## src/sv/rpf_pkg.sv

```systemverilog
`default_nettype none

package rpf_pkg;

    // Ring geometry and frame framing
    localparam int FIFO_DEPTH   = 128;
    localparam int HEADER_BYTES = 9;
    localparam int FCS_BYTES    = 2;
    localparam int PTR_W        = $clog2(FIFO_DEPTH);
    localparam int CNT_W        = PTR_W + 1;

    // Field widths
    localparam int DATA_W  = 8;
    localparam int LEN_W   = 7;
    localparam int FILL_W  = 7;
    localparam int LQ_W    = 8;

    typedef enum logic [1:0] {
        OP_FRAME_BYTE = 2'd0,
        OP_READ       = 2'd1,
        OP_PEEK       = 2'd2,
        OP_FLUSH      = 2'd3
    } op_t;

    // Controller to datapath
    typedef struct packed {
        logic accept;
        logic fetch_done;
    } cmd_t;

    // Datapath to controller
    typedef struct packed {
        logic need_fetch;
    } status_t;

endpackage

`default_nettype wire

```

## src/sv/rpf_in_if.sv

```systemverilog
`default_nettype none

interface rpf_in_if;
    logic              valid;
    logic              ready;
    rpf_pkg::op_t      op;
    logic [7:0]        rx_byte;
    logic [6:0]        frame_length;
    logic [6:0]        byte_index;
    logic              fcs_bad;
    logic [7:0]        link_quality;

    modport source (
        output valid, op, rx_byte, frame_length, byte_index, fcs_bad, link_quality,
        input  ready
    );

    modport sink (
        input  valid, op, rx_byte, frame_length, byte_index, fcs_bad, link_quality,
        output ready
    );
endinterface

`default_nettype wire

```

## src/sv/rpf_out_if.sv

```systemverilog
`default_nettype none

interface rpf_out_if;
    logic       valid;
    logic       ready;
    logic [7:0] read_data;
    logic       read_valid;
    logic [6:0] fill_count;
    logic [7:0] last_quality;

    modport source (
        output valid, read_data, read_valid, fill_count, last_quality,
        input  ready
    );

    modport sink (
        input  valid, read_data, read_valid, fill_count, last_quality,
        output ready
    );
endinterface

`default_nettype wire

```

## src/sv/rpf_ram.sv

```systemverilog
`default_nettype none

module rpf_ram #(
    parameter int WIDTH = 8,
    parameter int DEPTH = 128
) (
    input  wire logic                     clk,
    input  wire logic                     wr_en,
    input  wire logic [$clog2(DEPTH)-1:0] wr_addr,
    input  wire logic [WIDTH-1:0]         wr_data,
    input  wire logic                     rd_en,
    input  wire logic [$clog2(DEPTH)-1:0] rd_addr,
    output logic      [WIDTH-1:0]         rd_data
);

    logic [WIDTH-1:0] mem_reg [DEPTH];

    // Write port
    always_ff @(posedge clk)
    begin
        if (wr_en)
        begin
            mem_reg[wr_addr] <= wr_data;
        end
    end

    // Registered read port
    always_ff @(posedge clk)
    begin
        if (rd_en)
        begin
            rd_data <= mem_reg[rd_addr];
        end
    end

endmodule

`default_nettype wire

```

## src/sv/rpf_ctrl.sv

```systemverilog
`default_nettype none

module rpf_ctrl (
    input  wire logic             clk,
    input  wire logic             rst_n,
    input  wire logic             in_valid,
    output logic                  in_ready,
    output logic                  out_valid,
    input  wire logic             out_ready,
    input  wire rpf_pkg::status_t status,
    output rpf_pkg::cmd_t         cmd
);

    import rpf_pkg::*;

    typedef enum logic [2:0] {
        ST_IDLE  = 3'b001,
        ST_FETCH = 3'b010,
        ST_SEND  = 3'b100
    } state_t;

    state_t state_reg;
    state_t state_next;

    assign in_ready       = (state_reg == ST_IDLE);
    assign out_valid      = (state_reg == ST_SEND);
    assign cmd.accept     = in_ready && in_valid;
    assign cmd.fetch_done = (state_reg == ST_FETCH);

    // Sequence: take item, wait on ring read if needed, hold result
    always_comb
    begin
        state_next = state_reg;
        unique case (state_reg)
            ST_IDLE:
            begin
                if (in_valid)
                begin
                    state_next = status.need_fetch ? ST_FETCH : ST_SEND;
                end
            end
            ST_FETCH:
            begin
                state_next = ST_SEND;
            end
            ST_SEND:
            begin
                if (out_ready)
                begin
                    state_next = ST_IDLE;
                end
            end
            default:
            begin
                state_next = ST_IDLE;
            end
        endcase
    end

    always_ff @(posedge clk or negedge rst_n)
    begin
        if (!rst_n)
        begin
            state_reg <= ST_IDLE;
        end
        else
        begin
            state_reg <= state_next;
        end
    end

endmodule

`default_nettype wire

```

## src/sv/rpf_datapath.sv

```systemverilog
`default_nettype none

module rpf_datapath (
    input  wire logic                        clk,
    input  wire logic                        rst_n,
    input  wire rpf_pkg::cmd_t               cmd,
    output rpf_pkg::status_t                 status,
    input  wire rpf_pkg::op_t                op,
    input  wire logic [rpf_pkg::DATA_W-1:0]  rx_byte,
    input  wire logic [rpf_pkg::LEN_W-1:0]   frame_length,
    input  wire logic [rpf_pkg::LEN_W-1:0]   byte_index,
    input  wire logic                        fcs_bad,
    input  wire logic [rpf_pkg::LQ_W-1:0]    link_quality,
    output logic      [rpf_pkg::DATA_W-1:0]  read_data,
    output logic                             read_valid,
    output logic      [rpf_pkg::FILL_W-1:0]  fill_count,
    output logic      [rpf_pkg::LQ_W-1:0]    last_quality
);

    import rpf_pkg::*;

    localparam logic [PTR_W-1:0] LAST_SLOT = PTR_W'(FIFO_DEPTH - 1);
    localparam logic [CNT_W-1:0] DEPTH_CNT = CNT_W'(FIFO_DEPTH);
    localparam logic [7:0]       HDR       = 8'(HEADER_BYTES);
    localparam logic [7:0]       FCS       = 8'(FCS_BYTES);

    logic [PTR_W-1:0]  wp_reg, wp_next;
    logic [PTR_W-1:0]  rp_reg, rp_next;
    logic              stopped_reg, stopped_next;
    logic [LQ_W-1:0]   qual_reg, qual_next;

    logic [DATA_W-1:0] res_data_reg;
    logic              res_valid_reg;
    logic [FILL_W-1:0] res_fill_reg;
    logic [LQ_W-1:0]   res_qual_reg;

    logic [DATA_W-1:0] ram_rd_data;

    logic [PTR_W-1:0]  wp_inc, rp_inc;
    logic              empty, full;
    logic [7:0]        len8, idx8;
    logic              in_frame, frame_start, good, payload, stopped_eff;
    logic              want_queue, do_write, is_fetch_op;
    logic [CNT_W-1:0]  wp_wide, rp_wide, fill_wide;

    // Pointer wrap and occupancy
    assign wp_inc = (wp_reg == LAST_SLOT) ? '0 : wp_reg + 1'b1;
    assign rp_inc = (rp_reg == LAST_SLOT) ? '0 : rp_reg + 1'b1;
    assign empty  = (wp_reg == rp_reg);
    assign full   = (wp_inc == rp_reg);

    // Classify the frame byte
    assign len8        = {1'b0, frame_length};
    assign idx8        = {1'b0, byte_index};
    assign in_frame    = (idx8 < len8);
    assign frame_start = (byte_index == '0);
    assign good        = in_frame && !fcs_bad;
    assign stopped_eff = frame_start ? 1'b0 : stopped_reg;

    always_comb
    begin
        if ((len8 + 8'd1) >= HDR)
        begin
            payload = (idx8 >= HDR) && ((idx8 + FCS) < len8);
        end
        else
        begin
            payload = 1'b1;
        end
    end

    assign want_queue  = (op == OP_FRAME_BYTE) && good && payload && !stopped_eff;
    assign do_write    = cmd.accept && want_queue && !full;
    assign is_fetch_op = (op == OP_READ) || (op == OP_PEEK);
    assign status.need_fetch = is_fetch_op && !empty;

    // Next state of the ring
    always_comb
    begin
        wp_next      = wp_reg;
        rp_next      = rp_reg;
        stopped_next = stopped_reg;
        qual_next    = qual_reg;
        case (op)
            OP_FRAME_BYTE:
            begin
                if (in_frame)
                begin
                    stopped_next = stopped_eff;
                    if (good)
                    begin
                        qual_next = link_quality;
                    end
                    if (want_queue)
                    begin
                        if (full)
                        begin
                            stopped_next = 1'b1;
                        end
                        else
                        begin
                            wp_next = wp_inc;
                        end
                    end
                end
            end
            OP_READ:
            begin
                if (!empty)
                begin
                    rp_next = rp_inc;
                end
            end
            OP_PEEK:
            begin
                rp_next = rp_reg;
            end
            OP_FLUSH:
            begin
                wp_next = rp_reg;
            end
            default:
            begin
                wp_next = wp_reg;
            end
        endcase
    end

    // Fill level after this item
    assign wp_wide = {1'b0, wp_next};
    assign rp_wide = {1'b0, rp_next};
    always_comb
    begin
        if (wp_wide >= rp_wide)
        begin
            fill_wide = wp_wide - rp_wide;
        end
        else
        begin
            fill_wide = wp_wide + DEPTH_CNT - rp_wide;
        end
    end

    // Commit ring state on accept
    always_ff @(posedge clk or negedge rst_n)
    begin
        if (!rst_n)
        begin
            wp_reg      <= '0;
            rp_reg      <= '0;
            stopped_reg <= 1'b0;
            qual_reg    <= '0;
        end
        else if (cmd.accept)
        begin
            wp_reg      <= wp_next;
            rp_reg      <= rp_next;
            stopped_reg <= stopped_next;
            qual_reg    <= qual_next;
        end
    end

    // Load result; fill in the head byte once the ring read returns
    always_ff @(posedge clk)
    begin
        if (cmd.accept)
        begin
            res_data_reg  <= '0;
            res_valid_reg <= 1'b0;
            res_fill_reg  <= FILL_W'(fill_wide);
            res_qual_reg  <= qual_next;
        end
        else if (cmd.fetch_done)
        begin
            res_data_reg  <= ram_rd_data;
            res_valid_reg <= 1'b1;
        end
    end

    rpf_ram #(
        .WIDTH (DATA_W),
        .DEPTH (FIFO_DEPTH)
    ) u_ring (
        .clk     (clk),
        .wr_en   (do_write),
        .wr_addr (wp_reg),
        .wr_data (rx_byte),
        .rd_en   (cmd.accept),
        .rd_addr (rp_reg),
        .rd_data (ram_rd_data)
    );

    assign read_data    = res_data_reg;
    assign read_valid   = res_valid_reg;
    assign fill_count   = res_fill_reg;
    assign last_quality = res_qual_reg;

endmodule

`default_nettype wire

```

## src/sv/rx_payload_fifo_unit.sv

```systemverilog
`default_nettype none

// Channel   Dir  Fields
// in_ch     in   op, rx_byte, frame_length, byte_index, fcs_bad, link_quality
// out_ch    out  read_data, read_valid, fill_count, last_quality
//
// One item at a time: the result is valid the cycle after accept for a frame byte,
// a flush or a read or peek of an empty ring, and after a further fetch state for
// a read or peek that finds a byte (registered ring read port). The next item is
// taken the cycle after the result leaves; the result is held until out_ch.ready.
// in_ch.ready is high only while no item is in flight.
// Reset clears both pointers, the frame stop flag and the held link quality.

module rx_payload_fifo_unit (
    input wire logic clk,
    input wire logic rst_n,
    rpf_in_if.sink   in_ch,
    rpf_out_if.source out_ch
);

    import rpf_pkg::*;

    cmd_t    cmd;
    status_t status;

    rpf_ctrl u_ctrl (
        .clk       (clk),
        .rst_n     (rst_n),
        .in_valid  (in_ch.valid),
        .in_ready  (in_ch.ready),
        .out_valid (out_ch.valid),
        .out_ready (out_ch.ready),
        .status    (status),
        .cmd       (cmd)
    );

    rpf_datapath u_datapath (
        .clk          (clk),
        .rst_n        (rst_n),
        .cmd          (cmd),
        .status       (status),
        .op           (in_ch.op),
        .rx_byte      (in_ch.rx_byte),
        .frame_length (in_ch.frame_length),
        .byte_index   (in_ch.byte_index),
        .fcs_bad      (in_ch.fcs_bad),
        .link_quality (in_ch.link_quality),
        .read_data    (out_ch.read_data),
        .read_valid   (out_ch.read_valid),
        .fill_count   (out_ch.fill_count),
        .last_quality (out_ch.last_quality)
    );

endmodule

`default_nettype wire
```

## src/flat_wrapper.sv

```systemverilog
// flat-port wrapper written by rule: the top's interface ports become plain ports
module rx_payload_fifo_unit_flat import rpf_pkg::*;
  (clk, rst_n, in_ch_valid, in_ch_op, in_ch_rx_byte, in_ch_frame_length, in_ch_byte_index, in_ch_fcs_bad, in_ch_link_quality, in_ch_ready, out_ch_valid, out_ch_read_data, out_ch_read_valid, out_ch_fill_count, out_ch_last_quality, out_ch_ready);
  rpf_in_if in_ch_i ();
  rpf_out_if out_ch_i ();
  input wire logic clk;
  input wire logic rst_n;
  input wire logic [$bits(in_ch_i.valid)-1:0] in_ch_valid;
  input wire logic [$bits(in_ch_i.op)-1:0] in_ch_op;
  input wire logic [$bits(in_ch_i.rx_byte)-1:0] in_ch_rx_byte;
  input wire logic [$bits(in_ch_i.frame_length)-1:0] in_ch_frame_length;
  input wire logic [$bits(in_ch_i.byte_index)-1:0] in_ch_byte_index;
  input wire logic [$bits(in_ch_i.fcs_bad)-1:0] in_ch_fcs_bad;
  input wire logic [$bits(in_ch_i.link_quality)-1:0] in_ch_link_quality;
  output wire logic [$bits(in_ch_i.ready)-1:0] in_ch_ready;
  output wire logic [$bits(out_ch_i.valid)-1:0] out_ch_valid;
  output wire logic [$bits(out_ch_i.read_data)-1:0] out_ch_read_data;
  output wire logic [$bits(out_ch_i.read_valid)-1:0] out_ch_read_valid;
  output wire logic [$bits(out_ch_i.fill_count)-1:0] out_ch_fill_count;
  output wire logic [$bits(out_ch_i.last_quality)-1:0] out_ch_last_quality;
  input wire logic [$bits(out_ch_i.ready)-1:0] out_ch_ready;
  assign in_ch_i.valid = in_ch_valid;
  assign in_ch_i.op = in_ch_op;
  assign in_ch_i.rx_byte = in_ch_rx_byte;
  assign in_ch_i.frame_length = in_ch_frame_length;
  assign in_ch_i.byte_index = in_ch_byte_index;
  assign in_ch_i.fcs_bad = in_ch_fcs_bad;
  assign in_ch_i.link_quality = in_ch_link_quality;
  assign in_ch_ready = in_ch_i.ready;
  assign out_ch_valid = out_ch_i.valid;
  assign out_ch_read_data = out_ch_i.read_data;
  assign out_ch_read_valid = out_ch_i.read_valid;
  assign out_ch_fill_count = out_ch_i.fill_count;
  assign out_ch_last_quality = out_ch_i.last_quality;
  assign out_ch_i.ready = out_ch_ready;
  rx_payload_fifo_unit u_core (.clk(clk), .rst_n(rst_n), .in_ch(in_ch_i), .out_ch(out_ch_i));
endmodule
```

## config.mk

```make
export PLATFORM = sky130hd
export DESIGN_NAME = rx_payload_fifo_unit_flat
export DESIGN_NICKNAME = d
export VERILOG_FILES = /design/src/sv/rpf_pkg.sv /design/src/sv/rpf_in_if.sv /design/src/sv/rpf_out_if.sv /design/src/sv/rpf_ram.sv /design/src/sv/rpf_ctrl.sv /design/src/sv/rpf_datapath.sv /design/src/sv/rx_payload_fifo_unit.sv /design/src/flat_wrapper.sv
export SDC_FILE = /design/constraint.sdc
export NUM_CORES = 1
export LEC_CHECK = 0
export BUFFER_PORTS_ARGS = -buffer_cell sky130_fd_sc_hd__buf_2
export CAP_MARGIN = 20
export CORE_AREA = 2 2 299 301
export DETAILED_ROUTE_END_ITERATION = 6
export DIE_AREA = 0 0 301 303
export PLACE_DENSITY = 0.66
export SYNTH_ARGS = -nofsm -noshare
export SYNTH_HDL_FRONTEND = slang
export SYNTH_SLANG_ARGS = --single-unit
```

## constraint.sdc

```tcl
create_clock -name clk -period 4.28 [get_ports clk]
set_input_delay 1.284 -clock clk [delete_from_list [all_inputs] [get_ports clk]]
set_output_delay 1.284 -clock clk [all_outputs]
set_load 0.01 [all_outputs]
```

==> key figures, run 1 <==
Status
  – Failing checks: setup timing
  – Status: finished, violations left

STA
  – RSZ-0062 raised after global routing: true
  – Slew headroom: 27.9%
  – Min Clock Period, post-route: 4.37 ns
  – Setup WS post-layout: -0.0871 ns
  – F_max: 0.229 GHz
  – Slew @ Worst Pin: 1.08 ns
  – Clock Skew: 0.0327 ns
  – Final TNS setup: -0.0871 ns
  – Slew Viols, Final: 0
  – Post-route clock period utilization: 102%
  – Final Hold Fails: 0
  – Final Setup Violations: 1

Route
  – Wirelength, routed: 101 mm
  – DRC viols: 0
  – WL/cell: 26.3 um
  – Starting DRC count in detailed routing: 2,364
  – Routed vias: 22,900
  – Post-route ant nets: 0
  – Detailed Routing Iterations Pass 1: 6
  – Vias per inst: 5.97

Placed design
  – Final HPWL DP: 61.8 mm
  – Gp weighted congestion: 0.877
  – Buffers on Ports: 62
  – Placed cell count: 3,638

Synthesis
  – Ys flop type: edfxtp_1
  – #FFs+latches synth: 1,082
  – Post-synth EDFFs: 1,047
  – Synth Cell Area: 0.0436 mm^2
  – Syn. warnings: 0
  – Unique masters post-synth: 69
  – Post-synth ARST share: 2.40%
  – Sequential area share after synthesis: 74.1%
  – Cells after synthesis: 2,266
  – Mean Syn Cell Area: 19.2 um^2
  – Synthesized Nets: 2,330

Hold path
  – Hold endpoint: u_core.u_datapath.qual_reg[7]$_DFFE_PN0P_
  – Hold path startpoint: u_core.u_datapath.qual_reg[7]$_DFFE_PN0P_
  – Hold Crit Class: reg2reg
  – Hold depth: 2

Critical path
  – CP arrival: 4.78 ns
  – Worst r2r src: u_core.u_datapath.wp_reg[1]$_DFFE_PN0P_
  – Crit path required time: 4.70 ns
  – Crit path cell chain: buf_8 -> and3_4 -> nand3_4 -> xnor2_2 -> ha_1 -> buf_6 -> a211oi_4 -> a31oi_4 -> or2_4 -> nor2_8 -> buf_6 -> a32oi_2 -> o21ai_1 -> ha_1 -> a21o_1 -> a21oi_2 -> o21bai_1 -> a21oi_2 -> xor2_1 -> xnor2_1 -> xnor2_1
  – Slowest CP cell: ha_1
  – Slowest stage delay, CP: 0.33 ns
  – R2R setup slack: 0.18 ns
  – R2r endpoint: u_core.u_datapath.fill_count[6]$_DFFE_PP_
  – FF-to-FF path depth: 18
  – Worst-path fanout max: 5
  – Setup CP Type: in2reg
  – Worst setup EP type: register
  – Crit start category: input port

Global route
  – Total grt overflow: 0
  – Gr usage total: 22.4%
  – First-pass GRT wire length: 150 mm
  – Initial antenna violation count: 0
  – Largest net degree at the start of global routing: 94
  – Number of global-route vias before repair: 23,200

Clocking
  – Number of H-tree levels: 3
  – Worst-Skew Late Latency: 0.69 ns
  – Clock sink count: 1,082
  – Clock transition at the registers of the reported paths: 0.06 ns
  – Cts-stage hold buffer count: 0
  – CTS Root Buffer Type: clkbuf_16
  – CTS tree: yes
  – Total CTS buffers: 108
  – Clock Path Buffers: 3

Cells and area
  – Largest register FFs: 1,024
  – Non-filler cells, final: 3,841
  – Area delta synth->final: 16.5%
  – Diodes inserted: 0
  – Share of layout cells above drive strength 1: 30.0%
  – Nets: 2,649

Floorplanning
  – CORE AREA: 0.0880 mm^2
  – Total I/O pin count: 63
  – Die area: 0.0912 mm^2
  – Initial Util: 49.5%
  – Die Y: 303 um
  – Die W: 301 um
  – Site row count: 109

Power and ir drop
  – Worst vdd ir: 0.345 mV
  – Cell Pwr Density: 491 mW/mm^2
  – Lkg Pwr: 16.3 nW

Job
  – Max cap viols: 0
[worst max-delay path: cells and delay by family]
family	cells	cell delay (ns)
compound gates	8	1.32
xor+xnor	4	0.58
fa+ha+maj	2	0.61
buf+inv	3	0.33
simple gates	4	0.67
[worst max-delay path by stage]
stage,startpoint,to,cells past startpoint
after floorplan,in_ch_byte_index[1],u_core.u_datapath.fill_count[6]$_DFFE_PP_,22
final,in_ch_byte_index[1],u_core.u_datapath.fill_count[6]$_DFFE_PP_,21
after detailed placement,in_ch_byte_index[1],u_core.u_datapath.fill_count[6]$_DFFE_PP_,21
after global routing,in_ch_byte_index[1],u_core.u_datapath.fill_count[6]$_DFFE_PP_,23
after global placement,in_ch_byte_index[1],u_core.u_datapath.fill_count[6]$_DFFE_PP_,21
after CTS,in_ch_byte_index[2],u_core.u_datapath.fill_count[6]$_DFFE_PP_,21
[metrics by stage]
step | utilization (%) | power [mW] | instance area, um^2 | setup WS [ns] | hold WS [ns]
finish | 57.7 | 24.9 | 50700 | -0.0871 | 0.472
global placement | 53.5 | 15.7 | 47100 | -0.913 | 0.444
detailed placement | 53.5 | 15.8 | 47100 | -0.935 | 0.462
floorplan | - | 14.5 | 43600 | -0.324 | 0.440
global route | 57.7 | 25.8 | 50700 | -0.217 | 0.504
CTS | 57.6 | 25.1 | 50600 | 0.000149 | 0.476
[cell families (layout without fill, tap and decap cells)]
kind of cell,after synthesis,after routing,share of synthesized area (%)
compound gates,264,264,3.93
xor+xnor,28,28,0.597
fa+ha+maj,27,27,0.793
buf+inv,156,566,1.81
flops,1082,1082,74.1
mux,379,379,15.4
simple gates,330,330,3.36
[final cells by class]
| cell class | count | area, um^2 |
|---|---|---|
| Clock buffer | 137 | 2840 |
| Clock inverter | 64 | 702 |
| Fill cell | 6493 | 37200 |
| Inverter | 24 | 90.1 |
| Multi-Input combinational cell | 1028 | 10600 |
| Sequential cell | 1082 | 32300 |
| Tap cell | 1165 | 1460 |
| Timing Repair Buffer | 341 | 2720 |
[where the power goes]
group,switching (mW),leakage [nW],internal [mW],total [mW]
clock,3.90,1.72,5.48,9.38
sequential,0.0948,9.83,11.8,11.9
combinational,1.98,4.71,1.68,3.65
[layer usage]
| metal | track usage [%] | share of wire, % |
|---|---|---|
| met5 | 0 | 0 |
| met4 | 5.45 | 2.0 |
| met3 | 3.49 | 6.6 |
| met2 | 36.4 | 49 |
| met1 | 32.3 | 42 |
[repair_timing]
action | in CTS | in global routing
pin swaps | 18 | 19
buffers inserted | 1 | 1
setup endpoints to repair | 1 | 1
resized for setup | 12 | 14
[cell usage after synthesis, types with 10 or more instances]
| library cell | number | area share, % |
|---|---|---|
| o221ai_1 | 32 | 0.64 |
| buf_6 | 10 | 0.26 |
| mux4_2 | 230 | 12 |
| buf_4 | 24 | 0.41 |
| mux2_2 | 41 | 1.1 |
| inv_1 | 23 | 0.20 |
| a21oi_1 | 65 | 0.75 |
| clkbuf_1 | 51 | 0.44 |
| o21ai_0 | 56 | 0.64 |
| o22ai_1 | 33 | 0.47 |
| buf_2 | 31 | 0.36 |
| buf_1 | 16 | 0.14 |
| ha_1 | 26 | 0.75 |
| nand3_1 | 17 | 0.20 |
| edfxtp_1 | 1047 | 72 |
| nor2_1 | 159 | 1.4 |
| a21o_1 | 13 | 0.22 |
| xnor2_1 | 16 | 0.32 |
| a211oi_1 | 33 | 0.57 |
| mux2i_1 | 108 | 2.5 |
| nand2_1 | 94 | 0.81 |
| dfrtp_1 | 25 | 1.4 |
| xor2_1 | 11 | 0.22 |
[layout by cell type, fill, tap and decap left out, types with 5 or more instances in the layout]
master and n:
nand3_2 5, o221ai_1 32, nor2_1 157, dfxtp_1 9, bufinv_16 13, o22ai_1 33, a21o_1 13, nand2b_1 5
o21ai_0 54, clkbuf_16 109, clkbuf_1 27, inv_1 21, or3_1 7, nand3_1 15, nor2b_1 9, xor2_1 11
edfxtp_1 1047, a21oi_1 61, buf_4 265, clkinv_1 27, nand2_1 94, dfrtp_1 20, mux2_2 41, nor3_1 5
xnor2_1 15, a211oi_1 32, clkinv_2 16, mux4_2 230, a21oi_2 5, mux2i_1 108, buf_2 51, buf_12 19
ha_1 23
Note: power is estimated with default switching activity, not from simulation.
==> inputs of run 2 (changes only) <==
--- a/config.mk
+++ b/config.mk
@@ -10,7 +10,7 @@
 export CORE_AREA = 2 2 299 301
 export DETAILED_ROUTE_END_ITERATION = 6
 export DIE_AREA = 0 0 301 303
-export PLACE_DENSITY = 0.66
+export PLACE_DENSITY = 0.65
 export SYNTH_ARGS = -nofsm -noshare
 export SYNTH_HDL_FRONTEND = slang
 export SYNTH_SLANG_ARGS = --single-unit
==> key figures, run 2 (synthesized netlist as in run 1, its figures left out) <==
Floorplanning
  – Total I/O pin count: 63 (unchanged)
  – Die Y: 303 um (unchanged)
  – Initial Util: 49.5% (unchanged)
  – Site row count: 109 (unchanged)
  – CORE AREA: 0.0880 mm^2 (unchanged)
  – Die area: 0.0912 mm^2 (unchanged)
  – Die W: 301 um (unchanged)

STA
  – Post-route clock period utilization: 105% (was 102%)
  – Setup WS post-layout: -0.202 ns (was -0.0871 ns)
  – Final hold slack: 0.470 ns (was 0.472 ns)
  – F_max: 0.223 GHz (was 0.229 GHz)
  – Clock Skew: 0.0471 ns (was 0.0327 ns)
  – RSZ-0062 raised after global routing: true (unchanged)
  – Final Setup Violations: 1 (unchanged)
  – Slew headroom: 33.3% (was 27.9%)
  – Min Clock Period, post-route: 4.48 ns (was 4.37 ns)
  – Slew Viols, Final: 0 (unchanged)
  – Slew @ Worst Pin: 0.996 ns (was 1.08 ns)
  – Final Hold Fails: 0 (unchanged)

Power and ir drop
  – Clock power frac: 38.8% (was 37.6%)
  – Switching share of total power: 23.8% (was 23.9%)
  – Worst vdd ir: 0.341 mV (was 0.345 mV)
  – Part of the power in combinational logic: 14.4% (was 14.7%)
  – Seq pwr share: 46.9% (was 47.7%)
  – Internal power: 19.4 mW (was 19.0 mW)
  – Sw power: 6.06 mW (was 5.97 mW)
  – Design Power: 25.4 mW (was 24.9 mW)
  – Cell Pwr Density: 499 mW/mm^2 (was 491 mW/mm^2)
  – Lkg Pwr: 16.4 nW (was 16.3 nW)

Route
  – DRC viols: 0 (unchanged)
  – WL/cell: 26.1 um (was 26.3 um)
  – Routed vias: 22,900 (about the same)
  – Starting DRC count in detailed routing: 2,276 (was 2,364)
  – Post-route ant nets: 0 (unchanged)
  – Wirelength, routed: 100 mm (was 101 mm)
  – Vias per inst: 5.94 (was 5.97)
  – Detailed Routing Iterations Pass 1: 5 (was 6)

Placed design
  – Gp weighted congestion: 0.866 (was 0.877)
  – Buffers on Ports: 62 (unchanged)
  – Pre-CTS WS: -0.864 ns (was -0.935 ns)
  – Final HPWL DP: 62.5 mm (was 61.8 mm)

Hold path
  – Hold Crit Class: reg2reg (unchanged)
  – Hold depth: 2 (unchanged)

Global route
  – Largest net degree at the start of global routing: 129 (was 94)
  – First-pass GRT wire length: 150 mm (about the same)
  – Initial antenna violation count: 2 (was 0)
  – Number of global-route vias before repair: 22,900 (was 23,200)
  – Gr usage total: 22.2% (was 22.4%)
  – Total grt overflow: 0 (unchanged)

Critical path
  – Crit path required time: 4.68 ns (was 4.70 ns)
  – CP arrival: 4.88 ns (was 4.78 ns)
  – Worst setup EP type: register (unchanged)
  – Crit start category: input port (unchanged)
  – Worst-path fanout max: 5 (unchanged)
  – FF-to-FF path depth: 20 (was 18)
  – Setup CP Type: in2reg (unchanged)

Cells and area
  – Area delta synth->final: 16.9% (was 16.5%)
  – Commonest non-fill, non-tap cell in the layout: edfxtp_1 (unchanged)
  – Most frequent cells in the layout: edfxtp_1, buf_4, mux4_2, nor2_1, clkbuf_16 (unchanged)
  – Nets: 2,659 (was 2,649)
  – Share of layout cells above drive strength 1: 30.7% (was 30.0%)
  – Largest register FFs: 1,024 (unchanged)

Clocking
  – CTS tree: yes (unchanged)
  – Clock Path Buffers: 3 (unchanged)
  – Number of H-tree levels: 3 (unchanged)
  – Worst-Skew Late Latency: 0.70 ns (was 0.69 ns)
  – CTS Root Buffer Type: clkbuf_16 (unchanged)
  – Clock sink count: 1,082 (unchanged)
  – Total CTS buffers: 109 (was 108)
  – Clock transition at the registers of the reported paths: 0.07 ns (was 0.06 ns)

Status
  – Status: finished, violations left (unchanged)
  – Failing checks: setup timing (unchanged)

Job
  – Max cap viols: 0 (unchanged)
-- run 2: metal layers --
layer,share of wire (%),global-route usage (%),vias up
met5,0,0,-
li1,-,-,9881
met1,43,32.0,12000
met2,48,35.6,880
met4,2.4,6.49,0
met3,6.7,3.40,160
-- run 2: metrics by stage --
stage | utilization [%] | std cells | setup TNS (ns) | area [um^2]
4_1_cts | 57.8 | 3848 | -0.0739 | 50900
2_1_floorplan | - | 2266 | -0.324 | 43600
6_report | 57.9 | 3850 | -0.202 | 50900
3_5_place_dp | 53.5 | 3642 | -276.92 | 47000
5_1_grt | 57.9 | 3849 | -0.366 | 50900
3_3_place_gp | 53.5 | 3642 | -190.50 | 47000
-- run 2: final cells by class --
| type | count | area, um^2 |
|---|---|---|
| sequential | 1082 | 32300 |
| clock inverter | 75 | 930 |
| inverter | 24 | 90.1 |
| fill | 6459 | 37000 |
| antenna | 1 | 2.50 |
| multi-input combinational | 1028 | 10600 |
| clock buffer | 125 | 2810 |
| tap | 1165 | 1460 |
| timing repair buffer | 350 | 2740 |
-- run 2: what timing repair did --
item | in CTS | in global routing
buffers inserted | 6 | 0
resized for setup | 13 | 9
endpoints found under the setup margin | 1 | 11
pin swaps | 17 | 14
hold buffers | 0 | 0
-- run 2: worst paths after layout --
| path | start | endpoint | slack [ns] |
|---|---|---|---|
| worst min-delay path | u_core.u_datapath.qual_reg[7]$_DFFE_PN0P_ | u_core.u_datapath.qual_reg[7]$_DFFE_PN0P_ | 0.47 |
| worst max-delay path | in_ch_byte_index[1] | u_core.u_datapath.fill_count[6]$_DFFE_PP_ | -0.20 |
| worst max register to register | u_core.u_datapath.wp_reg[1]$_DFFE_PN0P_ | u_core.u_datapath.fill_count[6]$_DFFE_PP_ | 0.14 |
| min in group asynchronous | rst_n | u_core.u_ctrl.state_reg[2]$_DFFE_PN0P_ | 0.62 |
| max in group asynchronous | rst_n | u_core.u_datapath.rp_reg[2]$_DFFE_PN0P_ | 3.14 |
| worst min register to register | u_core.u_datapath.qual_reg[7]$_DFFE_PN0P_ | u_core.u_datapath.qual_reg[7]$_DFFE_PN0P_ | 0.47 |
-- run 2: power groups by stage --
| stage | Clock (mW) | Sequential, mW | Combinational (mW) |
|---|---|---|---|
| 5_1_grt | 10.4 | 11.9 | 3.91 |
| 2_1_floorplan | 0 | 12.1 | 2.45 |
| 3_5_place_dp | 0 | 12.1 | 3.68 |
| 4_1_cts | 10.0 | 11.9 | 3.71 |
| 3_3_place_gp | 0 | 12.1 | 3.62 |
| 6_report | 9.85 | 11.9 | 3.66 |
-- run 2: critical path, cell delays in order --
cell and delay (ns):
buf_6 0.09, buf_4 0.10, and3_1 0.13, nand3_1 0.10, xnor2_1 0.15, ha_1 0.33
buf_6 0.13, a211oi_4 0.29, a31oi_4 0.14, or2_4 0.29, nor2_8 0.12, a22oi_2 0.08
nor2_1 0.16, a21oi_2 0.05, ha_2 0.18, fa_2 0.35, inv_2 0.05, a21o_1 0.12
a21oi_2 0.06, o21bai_1 0.11, a21oi_1 0.09, xor2_1 0.16, xnor2_1 0.16, xnor2_1 0.13
